--- src/rtl/ipv4p_pkg.sv ---
// ipv4p_pkg: types, character codes and helpers shared by the IPv4 text parser
// used by every module of the parser; depends on nothing

`timescale 1ns / 1ps

package ipv4p_pkg;

  // input beat: one character and the start-of-string flag
  typedef struct packed {
    logic [7:0] ch;
    logic       first;
  } in_t;

  // output beat: ok flag and parsed address
  typedef struct packed {
    logic        ok;
    logic [31:0] address;
  } out_t;

  // character classes produced by the front end
  typedef enum logic [2:0] {
    ClsDigit     = 3'd0,
    ClsHexLetter = 3'd1,
    ClsX         = 3'd2,
    ClsDot       = 3'd3,
    ClsEnd       = 3'd4,
    ClsOther     = 3'd5
  } char_class_e;

  // parser phases
  typedef enum logic [1:0] {
    PhFinished  = 2'd0,
    PhPartStart = 2'd1,
    PhAfterZero = 2'd2,
    PhDigits    = 2'd3
  } phase_e;

  // radix of the current part
  typedef enum logic [1:0] {
    RxDec = 2'd0,
    RxOct = 2'd1,
    RxHex = 2'd2
  } radix_e;

  // classified character as it sits in the queue
  typedef struct packed {
    char_class_e cls;
    logic [3:0]  val;
    logic        first;
  } item_t;

  // queue status seen by both sides
  typedef struct packed {
    logic full;
    logic empty;
  } q_stat_t;

  // character codes
  localparam logic [7:0] ChNul   = 8'h00;
  localparam logic [7:0] ChSpace = 8'h20;
  localparam logic [7:0] ChDot   = 8'h2e;
  localparam logic [7:0] ChZero  = 8'h30;
  localparam logic [7:0] ChNine  = 8'h39;
  localparam logic [7:0] ChUpA   = 8'h41;
  localparam logic [7:0] ChUpF   = 8'h46;
  localparam logic [7:0] ChUpX   = 8'h58;
  localparam logic [7:0] ChLowA  = 8'h61;
  localparam logic [7:0] ChLowF  = 8'h66;
  localparam logic [7:0] ChLowX  = 8'h78;

  // low nibble of a..f / A..F plus this gives 10..15
  localparam logic [3:0] HexLetterOffset = 4'd9;

  // range limits of the last part
  localparam logic [31:0] Max24 = 32'h00ff_ffff;
  localparam logic [31:0] Max16 = 32'h0000_ffff;
  localparam logic [31:0] Max8  = 32'h0000_00ff;

  // number of leading parts that can be stored
  localparam logic [1:0] MaxParts = 2'd3;

  // accumulator times radix, built from shifts and one add
  function automatic logic [31:0] scale_acc(logic [31:0] acc, radix_e rx);
    logic [31:0] res;
    case (rx)
      RxOct:   res = acc << 3;
      RxHex:   res = acc << 4;
      default: res = (acc << 3) + (acc << 1);
    endcase
    return res;
  endfunction

endpackage

--- src/rtl/ipv4p_front.sv ---
// ipv4p_front: accepts character beats and classifies them for the parser
// depends on ipv4p_pkg; feeds ipv4p_fifo

`timescale 1ns / 1ps

module ipv4p_front (
  input  logic              in_valid_i,
  output logic              in_stall_o,
  input  ipv4p_pkg::in_t    in_data_i,
  input  ipv4p_pkg::q_stat_t q_stat_i,
  output logic              push_o,
  output ipv4p_pkg::item_t  item_o
);

  // accept whenever the queue has room
  assign in_stall_o = q_stat_i.full;
  assign push_o     = in_valid_i && !q_stat_i.full;

  // character classification
  always_comb begin
    item_o.first = in_data_i.first;
    item_o.val   = '0;
    item_o.cls   = ipv4p_pkg::ClsOther;
    if (in_data_i.ch inside {[ipv4p_pkg::ChZero:ipv4p_pkg::ChNine]}) begin
      item_o.cls = ipv4p_pkg::ClsDigit;
      item_o.val = in_data_i.ch[3:0];
    end else if (in_data_i.ch inside {[ipv4p_pkg::ChLowA:ipv4p_pkg::ChLowF],
                                      [ipv4p_pkg::ChUpA:ipv4p_pkg::ChUpF]}) begin
      item_o.cls = ipv4p_pkg::ClsHexLetter;
      item_o.val = in_data_i.ch[3:0] + ipv4p_pkg::HexLetterOffset;
    end else if (in_data_i.ch inside {ipv4p_pkg::ChLowX, ipv4p_pkg::ChUpX}) begin
      item_o.cls = ipv4p_pkg::ClsX;
    end else if (in_data_i.ch == ipv4p_pkg::ChDot) begin
      item_o.cls = ipv4p_pkg::ClsDot;
    end else if (in_data_i.ch inside {ipv4p_pkg::ChNul, ipv4p_pkg::ChSpace}) begin
      item_o.cls = ipv4p_pkg::ClsEnd;
    end
  end

endmodule

--- src/rtl/ipv4p_fifo.sv ---
// ipv4p_fifo: short queue of classified characters between front and back
// depends on ipv4p_pkg

`timescale 1ns / 1ps

module ipv4p_fifo #(
  parameter int Depth = 2
) (
  input  logic               clk_i,
  input  logic               rst_ni,
  input  logic               push_i,
  input  ipv4p_pkg::item_t   item_i,
  input  logic               pop_i,
  output ipv4p_pkg::item_t   item_o,
  output ipv4p_pkg::q_stat_t q_stat_o
);

  localparam int PtrW = (Depth > 1) ? $clog2(Depth) : 1;
  localparam int CntW = $clog2(Depth + 1);

  ipv4p_pkg::item_t mem_q [Depth];
  logic [PtrW-1:0]  wr_ptr_q, wr_ptr_d;
  logic [PtrW-1:0]  rd_ptr_q, rd_ptr_d;
  logic [CntW-1:0]  cnt_q, cnt_d;

  // status
  assign q_stat_o.full  = (cnt_q == CntW'(Depth));
  assign q_stat_o.empty = (cnt_q == '0);
  assign item_o         = mem_q[rd_ptr_q];

  // pointer and count update
  always_comb begin
    wr_ptr_d = wr_ptr_q;
    rd_ptr_d = rd_ptr_q;
    cnt_d    = cnt_q;
    if (push_i) begin
      wr_ptr_d = (wr_ptr_q == PtrW'(Depth - 1)) ? '0 : wr_ptr_q + 1'b1;
    end
    if (pop_i) begin
      rd_ptr_d = (rd_ptr_q == PtrW'(Depth - 1)) ? '0 : rd_ptr_q + 1'b1;
    end
    if (push_i && !pop_i) begin
      cnt_d = cnt_q + 1'b1;
    end else if (pop_i && !push_i) begin
      cnt_d = cnt_q - 1'b1;
    end
  end

  always_ff @(posedge clk_i or negedge rst_ni) begin
    if (!rst_ni) begin
      wr_ptr_q <= '0;
      rd_ptr_q <= '0;
      cnt_q    <= '0;
    end else begin
      wr_ptr_q <= wr_ptr_d;
      rd_ptr_q <= rd_ptr_d;
      cnt_q    <= cnt_d;
    end
  end

  // storage
  always_ff @(posedge clk_i) begin
    if (push_i) begin
      mem_q[wr_ptr_q] <= item_i;
    end
  end

endmodule

--- src/rtl/ipv4p_back.sv ---
// ipv4p_back: parser state machine and output register
// depends on ipv4p_pkg; takes classified beats from ipv4p_fifo

`timescale 1ns / 1ps

module ipv4p_back (
  input  logic               clk_i,
  input  logic               rst_ni,
  input  ipv4p_pkg::item_t   item_i,
  input  ipv4p_pkg::q_stat_t q_stat_i,
  output logic               pop_o,
  output logic               out_valid_o,
  input  logic               out_stall_i,
  output ipv4p_pkg::out_t    out_data_o
);

  ipv4p_pkg::phase_e phase_q, phase_d, ph;
  ipv4p_pkg::radix_e radix_q, radix_d, rx;
  logic [31:0]       acc_q, acc_d, a;
  logic [1:0]        cnt_q, cnt_d, n;
  logic [31:0]       parts_q [3];
  logic              part_we;
  logic              run_digits;
  logic              emit;
  ipv4p_pkg::out_t   res;
  logic              out_valid_q;
  ipv4p_pkg::out_t   out_q;
  logic              ready;
  logic              fits;
  logic [31:0]       combined;

  // take a beat when the output register is free or being drained
  assign ready       = !out_valid_q || !out_stall_i;
  assign pop_o       = !q_stat_i.empty && ready;
  assign out_valid_o = out_valid_q;
  assign out_data_o  = out_q;

  // last part range check and merge with stored parts
  always_comb begin
    case (n)
      2'd0: begin
        fits     = 1'b1;
        combined = a;
      end
      2'd1: begin
        fits     = (a <= ipv4p_pkg::Max24);
        combined = a | (parts_q[0] << 24);
      end
      2'd2: begin
        fits     = (a <= ipv4p_pkg::Max16);
        combined = a | (parts_q[0] << 24) | (parts_q[1] << 16);
      end
      default: begin
        fits     = (a <= ipv4p_pkg::Max8);
        combined = a | (parts_q[0] << 24) | (parts_q[1] << 16) | (parts_q[2] << 8);
      end
    endcase
  end

  // next state for one beat
  always_comb begin
    ph         = phase_q;
    rx         = radix_q;
    a          = acc_q;
    n          = cnt_q;
    phase_d    = phase_q;
    radix_d    = radix_q;
    acc_d      = acc_q;
    cnt_d      = cnt_q;
    part_we    = 1'b0;
    run_digits = 1'b0;
    emit       = 1'b0;
    res        = '0;
    if (pop_o) begin
      // a flagged character restarts the parser
      if (item_i.first) begin
        ph = ipv4p_pkg::PhPartStart;
        rx = ipv4p_pkg::RxDec;
        a  = '0;
        n  = '0;
      end
      phase_d = ph;
      radix_d = rx;
      acc_d   = a;
      cnt_d   = n;
      case (ph)
        ipv4p_pkg::PhFinished: begin
          phase_d = ipv4p_pkg::PhFinished;
        end
        ipv4p_pkg::PhPartStart: begin
          if (item_i.cls != ipv4p_pkg::ClsDigit) begin
            emit    = 1'b1;
            phase_d = ipv4p_pkg::PhFinished;
          end else if (item_i.val == 4'd0) begin
            acc_d   = '0;
            phase_d = ipv4p_pkg::PhAfterZero;
          end else begin
            acc_d   = {28'd0, item_i.val};
            radix_d = ipv4p_pkg::RxDec;
            phase_d = ipv4p_pkg::PhDigits;
          end
        end
        ipv4p_pkg::PhAfterZero: begin
          if (item_i.cls == ipv4p_pkg::ClsX) begin
            radix_d = ipv4p_pkg::RxHex;
            acc_d   = '0;
            phase_d = ipv4p_pkg::PhDigits;
          end else begin
            rx         = ipv4p_pkg::RxOct;
            radix_d    = ipv4p_pkg::RxOct;
            phase_d    = ipv4p_pkg::PhDigits;
            run_digits = 1'b1;
          end
        end
        default: begin
          run_digits = 1'b1;
        end
      endcase

      // digits of a part, separators and endings
      if (run_digits) begin
        case (item_i.cls)
          ipv4p_pkg::ClsDigit: begin
            acc_d = ipv4p_pkg::scale_acc(a, rx) + {28'd0, item_i.val};
          end
          ipv4p_pkg::ClsHexLetter: begin
            if (rx == ipv4p_pkg::RxHex) begin
              acc_d = {a[27:0], item_i.val};
            end else begin
              emit    = 1'b1;
              phase_d = ipv4p_pkg::PhFinished;
            end
          end
          ipv4p_pkg::ClsDot: begin
            if (n == ipv4p_pkg::MaxParts) begin
              emit    = 1'b1;
              phase_d = ipv4p_pkg::PhFinished;
            end else begin
              part_we = 1'b1;
              cnt_d   = n + 1'b1;
              acc_d   = '0;
              radix_d = ipv4p_pkg::RxDec;
              phase_d = ipv4p_pkg::PhPartStart;
            end
          end
          ipv4p_pkg::ClsEnd: begin
            emit        = 1'b1;
            phase_d     = ipv4p_pkg::PhFinished;
            res.ok      = fits;
            res.address = fits ? combined : '0;
          end
          default: begin
            emit    = 1'b1;
            phase_d = ipv4p_pkg::PhFinished;
          end
        endcase
      end
    end
  end

  // parser state registers
  always_ff @(posedge clk_i or negedge rst_ni) begin
    if (!rst_ni) begin
      phase_q <= ipv4p_pkg::PhFinished;
      radix_q <= ipv4p_pkg::RxDec;
      acc_q   <= '0;
      cnt_q   <= '0;
    end else begin
      phase_q <= phase_d;
      radix_q <= radix_d;
      acc_q   <= acc_d;
      cnt_q   <= cnt_d;
    end
  end

  // stored leading parts
  always_ff @(posedge clk_i) begin
    if (part_we) begin
      parts_q[n] <= a;
    end
  end

  // output register
  always_ff @(posedge clk_i or negedge rst_ni) begin
    if (!rst_ni) begin
      out_valid_q <= 1'b0;
    end else if (ready) begin
      out_valid_q <= emit;
    end
  end

  always_ff @(posedge clk_i) begin
    if (ready && emit) begin
      out_q <= res;
    end
  end

endmodule

--- src/rtl/ipv4_text_address_parser_core.sv ---
// ipv4_text_address_parser_core: top level of the dotted IPv4 text parser
// depends on ipv4p_pkg, ipv4p_front, ipv4p_fifo and ipv4p_back
//
// Usage:
//   The input channel carries one character per beat (in_data_i.ch) with a
//   flag (in_data_i.first) that marks the first character of a new string.
//   The output channel carries one beat per finished string: ok and the
//   address, first dotted part in bits 31..24, zero when ok is low.
//   A string ends at NUL or space (valid) or at any character that cannot
//   continue it (failure); characters after that are dropped until the next
//   flagged character, and a string cut short by a new flag gives no beat.
//   Throughput is one character per cycle unless the output stalls; the parser
//   updates its part accumulator with a shift-and-add for each character.
//   out_valid_o rises after the ending character is accepted: the character
//   is written into the character queue, and the parser loads the output
//   register as it takes the character from the queue.
//   When the receiver stalls, the result holds in the output register, the
//   parser stops and the queue (QueueDepth beats) fills before in_stall_o
//   rises. Reset clears the queue and the output valid flag and leaves the
//   parser waiting for a flagged character.

`timescale 1ns / 1ps

module ipv4_text_address_parser_core #(
  parameter int QueueDepth = 2
) (
  input  logic            clk_i,
  input  logic            rst_ni,
  input  logic            in_valid_i,
  output logic            in_stall_o,
  input  ipv4p_pkg::in_t  in_data_i,
  output logic            out_valid_o,
  input  logic            out_stall_i,
  output ipv4p_pkg::out_t out_data_o
);

  logic               push;
  logic               pop;
  ipv4p_pkg::item_t   front_item;
  ipv4p_pkg::item_t   queue_item;
  ipv4p_pkg::q_stat_t q_stat;

  // accept and classify
  ipv4p_front u_front (
    .in_valid_i (in_valid_i),
    .in_stall_o (in_stall_o),
    .in_data_i  (in_data_i),
    .q_stat_i   (q_stat),
    .push_o     (push),
    .item_o     (front_item)
  );

  // classified character queue
  ipv4p_fifo #(
    .Depth (QueueDepth)
  ) u_fifo (
    .clk_i    (clk_i),
    .rst_ni   (rst_ni),
    .push_i   (push),
    .item_i   (front_item),
    .pop_i    (pop),
    .item_o   (queue_item),
    .q_stat_o (q_stat)
  );

  // parser and output register
  ipv4p_back u_back (
    .clk_i       (clk_i),
    .rst_ni      (rst_ni),
    .item_i      (queue_item),
    .q_stat_i    (q_stat),
    .pop_o       (pop),
    .out_valid_o (out_valid_o),
    .out_stall_i (out_stall_i),
    .out_data_o  (out_data_o)
  );

  // a failed string always reports a zero address
  assert property (@(posedge clk_i) disable iff (!rst_ni)
    out_valid_o && !out_data_o.ok |-> out_data_o.address == '0)
    else $error("failed result with nonzero address");

  // a new result only follows a beat taken from the queue
  assert property (@(posedge clk_i) disable iff (!rst_ni)
    $rose(out_valid_o) |-> $past(pop))
    else $error("result without a parsed character");

  // queue is never full and empty at once, and never popped when empty
  assert property (@(posedge clk_i) disable iff (!rst_ni)
    !(q_stat.full && q_stat.empty) && !(pop && q_stat.empty))
    else $error("queue status inconsistent");

endmodule
--- config.mk ---
export PLATFORM = sky130hd
export DESIGN_NAME = ipv4_text_address_parser_core
export DESIGN_NICKNAME = d
export VERILOG_FILES = /design/src/rtl/ipv4p_pkg.sv /design/src/rtl/ipv4p_front.sv /design/src/rtl/ipv4p_fifo.sv /design/src/rtl/ipv4p_back.sv /design/src/rtl/ipv4_text_address_parser_core.sv
export SDC_FILE = /design/constraint.sdc
export NUM_CORES = 1
export LEC_CHECK = 0
export BUFFER_PORTS_ARGS = -buffer_cell sky130_fd_sc_hd__buf_2
export CAP_MARGIN = 20
export CORE_MARGIN = 2
export CORE_UTILIZATION = 59
export DETAILED_ROUTE_END_ITERATION = 8
export PLACE_DENSITY = 0.74
export SETUP_SLACK_MARGIN = 0.02
export SLEW_MARGIN = 20
export SYNTH_ARGS = -nofsm -noshare
export SYNTH_HDL_FRONTEND = slang
export SYNTH_SLANG_ARGS = --single-unit
--- constraint.sdc ---
create_clock -name clk_i -period 10.2 [get_ports clk_i]
set_input_delay 1.53 -clock clk_i [delete_from_list [all_inputs] [get_ports clk_i]]
set_output_delay 1.53 -clock clk_i [all_outputs]
set_load 0.05 [all_outputs]
## Yosys cells after proc, flatten, opt, wreduce, memory -nomap -nowiden

Memory sizes are Yosys's and may differ from the RTL's.
Cells that the tools add are included.

| word-level totals | value |
|---|---|
| register bits | 76 |
| bits in writable memories | 112 |
| bits of input ports | 13 |
| output and inout bits | 35 |
| word-level logic and storage cells | 148 |
| memories | 2 |

Memory list:

| memory | words | width | read ports | clocked after memory_dff | wr ports | RTL line | text |
|---|---|---|---|---|---|---|---|
| u_back.parts_q | 3 | 32 | 3 | 0 | 1 | ipv4p_back.sv:21 | `logic [31:0] parts_q [3];` |
| u_fifo.mem_q | 2 | 8 | 1 | 0 | 1 | ipv4p_fifo.sv:21 | `ipv4p_pkg::item_t mem_q [Depth];` |

| operators by class | value |
|---|---|
| add/sub/neg operators | 8 |
| order comparisons | 9 |
| equal/unequal tests | 16 |
| multiplexer cells | 71 |
| bitwise logic cells | 3 |
| reduce and logical (&&, ||, !) cells | 29 |

Operators by type and width:

| kind | count |
|---|---|
| 32-bit 2-to-1 mux | 11 |
| 32-bit one-hot mux with 3 select lines | 2 |
| 32-bit one-hot mux with 2 select lines | 2 |
| 32-bit bitwise OR | 3 |
| 2-bit 2-to-1 mux | 23 |
| 32-bit adder | 1 |
| 32-bit by 4-bit adder with 32-bit output | 1 |
| 32-bit by 16-bit less-or-equal comparator with 1-bit output (second input constant) | 1 |
| 32-bit by 24-bit less-or-equal comparator with 1-bit output (second input constant) | 1 |
| 32-bit by 8-bit less-or-equal comparator with 1-bit output (second input constant) | 1 |
| 1-bit 2-to-1 mux | 21 |
| 8-bit by 6-bit equality test with 1-bit output (second input constant) | 2 |
| 8-bit by 7-bit equality test with 1-bit output (second input constant) | 2 |
| 8-bit by 7-bit greater-or-equal comparator with 1-bit output (second input constant) | 2 |
| 8-bit by 7-bit less-or-equal comparator with 1-bit output (second input constant) | 2 |
| 2-bit one-hot mux with 3 select lines | 2 |
| 2-bit equality test (second input constant) | 5 |
| 3-bit 2-to-1 mux | 3 |
| 8-bit by 6-bit greater-or-equal comparator with 1-bit output (second input constant) | 1 |
| 8-bit by 6-bit less-or-equal comparator with 1-bit output (second input constant) | 1 |
| 1-bit logical AND | 8 |
| 8-bit logical NOT | 1 |
| 4-bit 2-to-1 mux | 2 |
| 2-bit nonzero test | 4 |
| other kinds (21) | 34 |

## Longest topological paths before layout

| depth | value |
|---|---|
| depth after elaboration | 15 |
| mapped depth | 33 |

## Modules after synthesis

A second synthesis with hierarchy kept.

| unflattened totals | value |
|---|---|
| cells, all modules | 1184 |
| area total of the unflattened synthesis | 10412.5 µm² |

By module, submodules not included:

| module | instances | cells an instance | area each (µm²) | seq. area each (µm²) |
|---|---|---|---|---|
| ipv4p_back | 1 | 1104 | 9350.2 | 3408.3 |
| ipv4p_fifo | 1 | 41 | 770.7 | 580.6 |
| ipv4p_front | 1 | 39 | 291.5 | 0.0 |

## Worst setup path after synthesis

No wires, ideal clock.

| path | value |
|---|---|
| path type | reg-to-reg |
| from | reg u_fifo.rd_ptr_q |
| to | reg u_back.acc_q[28] |
| data arrival time | 7356 ps |
| path slack | 2718 ps |
| stages on the path, launching flop included | 31 |
| path buffers | 14 |
| period minus slack after synthesis | 7482 ps |
| cells stage by stage | dfrtp_1 -> buf_6 -> mux2i_1 -> buf_2 -> buf_2 -> buf_2 -> buf_1 -> clkbuf_1 -> clkbuf_1 -> clkbuf_1 -> and3_1 -> inv_1 -> ha_1 -> clkbuf_1 -> clkbuf_1 -> buf_1 -> clkbuf_1 -> clkbuf_1 -> clkbuf_1 -> o21ai_0 -> ha_1 -> a21o_1 -> o311ai_1 -> a211oi_1 -> nand4b_1 -> nor4_2 -> nand4_4 -> or4_4 -> or3_1 -> xor2_1 -> a221o_1 |

| on the way | value |
|---|---|
| longest elaborated chain between the ends | 14 |
| elaborated cells between the ends (all ways) | 39 |
| classes of those cells | 2 x add/sub; 8 x eq/ne; 24 x mux; 4 x reduce/logical; 1 x memory |

RTL lines:

| what | RTL line | text |
|---|---|---|
| from (decl) | ipv4p_fifo.sv:23 | `logic [PtrW-1:0] rd_ptr_q, rd_ptr_d;` |
| from (signal assigned) | ipv4p_fifo.sv:56 | `rd_ptr_q <= rd_ptr_d;` |
| memory 2 x 8 bit * | n/a |  |
| parallel branches: the longest is 12 deep, another holds 32-bit adder | n/a |  |
| 32-bit 2-to-1 mux * | ipv4p_back.sv:121 | `if (run_digits) begin` |
| to (signal assigned) | ipv4p_back.sv:166 | `acc_q <= '0;` |
| to (signal assigned) | ipv4p_back.sv:171 | `acc_q <= acc_d;` |
| to (decl) | ipv4p_back.sv:19 | `logic [31:0] acc_q, acc_d, a;` |

Mark *: on every way between the ends. The select of a mux whose other input is x is not followed.
A chain may end at the register's enable or synchronous reset.

## Final worst setup path

| path | value |
|---|---|
| from | reg u_fifo.rd_ptr_q |
| to | reg u_back.acc_q[31] |

The elaborated chain is that of the path after synthesis.

==> results by group <==
Place
  – Hpwl dp: about 21000 um
  – Placed instance count: roughly 1400
  – RePlAce Congestion: around 1.0
  – I/O Buffers: 47

Synth
  – Yosys reg bits: 140
  – Top_reg_cell synth: edfxtp_1
  – Synth cell count leaders: nand2_1 (112), edfxtp_1 (97), nor2_1 (88), a21oi_1 (81), clkbuf_1 (77)
  – Ys async rst share: a little under a third
  – Compound-cell area share of the yosys netlist: between 20% and 30%
  – Xor-xnor portion of the synthesized cell area: 4.39%
  – Seq/Total Area, Yosys: between 30% and 40%
  – Number of synthesized flops with an enable pin: 97
  – Area share of fa/ha/maj cells after synthesis: under 10%
  – Netlist Area Pre-Place: 0.0106 sq mm
  – Synth top area cells: edfxtp_1 (28%), dfrtp_1 (10%), nand2_1 (4.0%)
  – Yosys top cell area share: about 28%
  – Ys Warns: 0
  – Mapped Avg Cell Area: 8.74 sq um
  – Area leader, netlist: edfxtp_1
  – Post-synthesis mux area share: around 1.6%
  – Largest family of logic cells by synthesized area: compound AO/OA/AOI/OAI gates
  – Synth Area in Simple Gates: a little over a fifth
  – Syn nets: 1248
  – Synth unique cells: 84
  – Most frequent cell after synthesis: nand2_1
  – Syn Inst Count: between 1000 and 1500

Timing
  – Final TNS setup: 0 ps
  – Final setup fails: 0
  – Max Slew Vio Count: 0
  – Post-route minimum period: approximately 7800 ps
  – Fmax: 128 MHz
  – Worst Tran Pin Value: around 1100 ps
  – Final Hold Fails: 0
  – Relative slew slack: around 29%
  – Setup Skew: 17.3 ps
  – Final period util: between 70% and 80%
  – RSZ-0062 raised after global routing: false

Routing
  – Wire length per cell: around 21 um
  – Detailed-route DRC error count: 0
  – Final wirelength: 30300 um
  – Detailed Route Iter0 Violations: around 1300
  – DR vias/cell: 6.86
  – Via count: around 10000
  – Drt pass-1 iters: 6
  – Final antenna-violating net count: 0

CTS
  – CTS root buf: clkbuf_16
  – CTS tree: built
  – Clock Latency Late Sink: 420 ps
  – Htree depth: 4
  – Maximum root-to-sink buffer count: 2
  – CTS Buf Count: 17
  – Clk slew on worst S/H paths: around 60 ps
  – Post-CTS sizing: 0
  – Hold-fix buffers, CTS: 0
  – Clk sink count: 140
  – Post-CTS Setup Inserts: 0

Global routing
  – First-pass GRT wire length: a little under 50000 um
  – All-Layer GR Usage: between 30% and 40%
  – Initial antenna violation count: 2
  – Vias in the first global route: between 8000 and 9000
  – Largest net degree at the start of global routing: 63
  – Total grt overflow: 0

Power and ir drop
  – Static Leakage: 4.26 nW
  – Total power: 0.00236 W
  – PwrDens: 206 mW/mm^2
  – Worst vdd ir: 0.191 mV

Setup path
  – Reg2reg end: u_back.acc_q[31]$_DFFE_PN0P_
  – Worst reg2reg path startpoint: u_fifo.rd_ptr_q$_DFFE_PN0P_
  – R2R setup slack: between 2000 and 2500 ps
  – Critical path fanouts, max: between 60 and 70
  – WS Path Type: register to register
  – Setup crit start: u_fifo.rd_ptr_q$_DFFE_PN0P_
  – Critical path capture point: u_back.acc_q[31]$_DFFE_PN0P_
  – Critical path arrival: between 8000 and 9000 ps
  – Kind of end point of the critical path: register
  – CP required: around 11000 ps
  – Path depth of the worst reg2reg path: 18
  – Worst Setup Start Kind: register

Cells and area
  – Finished Layout Cells: ~1400
  – Fraction of layout cells with a size suffix above 1: a little over a tenth
  – # nets final: roughly 1200
  – Final Util: between 60% and 70%
  – Layout area overhead: 8.26%

Die
  – Core footprint: 0.0174 sq mm
  – Chip width: 138 um
  – Initial Utilization: ~61%
  – I/O Pins: 48
  – Site Rows: 48
  – Die area: roughly 0.019 sq mm
  – Die height: 138 um

Worst hold path
  – Hold path depth: 2
  – Hold Crit Class: register to register

Status
  – Outcome: complete, no violations

Job
  – # Max-Cap Violations: 0
## cell usage in the layout, fill, tap and decap left out, drive strengths merged, types with 13 or more instances in the layout
cell type  count
nand2        112
edfxtp        97
nor2          88
a21oi         81
buf           64
o21ai         59
a22oi         46
inv           45
dfrtp         43
nor3          43
and2          36
xor2          30
nand3         24
xnor2         23
ha            23
o22ai         20
nor4          20
and3          19
a22o          18
a211oi        18
nor2b         17
clkbuf        17
o21a          15
a31oi         14
a21o          13
nand4         13
## critical path: stages, from the launching register on
cell and delay [ps]:
dfrtp_1 820, mux2_4 710, nor2_1 170, ha_1 290
nand2_1 180, and3_1 210, inv_1 50, ha_2 1040
clkinv_1 850, nor2_1 400, fa_1 260, a21oi_1 90
or3_1 420, nor4_1 600, nand4_1 300, nor4_1 540
nand2b_1 200, or4_1 440, a31oi_1 180
## report_power, final
part	leakage [nW]	internal [W]	switching, W
sequential	1.49	0.000742	0.0000800
combinational	2.48	0.000229	0.000700
clock	0.288	0.000330	0.000274
## layout make-up
cell class | instances | area (sq um)
Clock inverter | 15 | 165
Inverter | 35 | 131
Multi-Input combinational cell | 933 | 6090
Sequential cell | 140 | 3990
Antenna cell | 2 | 5.00
Timing Repair Buffer | 64 | 363
Fill cell | 1443 | 5970
Clock buffer | 17 | 425
Tap cell | 225 | 282
## per-stage QoR
step	setup WS (ps)	area (sq um)	hold WS, ps
after floorplan	2720	10600	435
final	2370	11500	499
after detailed placement	2490	10900	469
after global placement	2650	10900	467
after global routing	1730	11400	498
after CTS	2480	11400	484
## registers in the layout, indices dropped and copies added (netlist names)
signal / count
u_back.out_valid_o: 1
u_fifo.wr_ptr_q: 1
u_back.radix_q: 2
u_fifo.rd_ptr_q: 1
u_back.phase_q: 2
u_fifo.cnt_q: 2
u_back.parts_q: 48
u_back.out_data_o: 33
u_back.cnt_q: 2
u_fifo.mem_q: 16
u_back.acc_q: 32
## per-layer routing
layer  up-vias  part of all wire (%)  track usage [%]
met5         -                     0                0
met4         0                   3.0             12.0
met3        71                   8.6             7.02
met2       512                    45             49.2
met1      4664                    43             46.7
li1       4570                     -                -
## worst min-delay path by stage
| stage | from | to |
|---|---|---|
| 6_report | u_back.radix_q[1]$_DFFE_PN0P_ | u_back.radix_q[1]$_DFFE_PN0P_ |
| 5_1_grt | u_back.radix_q[1]$_DFFE_PN0P_ | u_back.radix_q[1]$_DFFE_PN0P_ |
| 4_1_cts | u_back.radix_q[1]$_DFFE_PN0P_ | u_back.radix_q[1]$_DFFE_PN0P_ |
| 3_5_place_dp | u_back.radix_q[1]$_DFFE_PN0P_ | u_back.radix_q[1]$_DFFE_PN0P_ |
| 3_3_place_gp | u_back.radix_q[1]$_DFFE_PN0P_ | u_back.radix_q[1]$_DFFE_PN0P_ |
| 2_1_floorplan | u_back.radix_q[1]$_DFFE_PN0P_ | u_back.radix_q[1]$_DFFE_PN0P_ |
## kinds of logic after synthesis
family,Yosys count
and+or+nand+nor,434
muxes,16
buffers and inverters,137
xor gates and xnor gates,53
AOI/OAI and AO/OA,400
adders and majority gates,30
DFF,140
(Power assumes the default switching activity.)
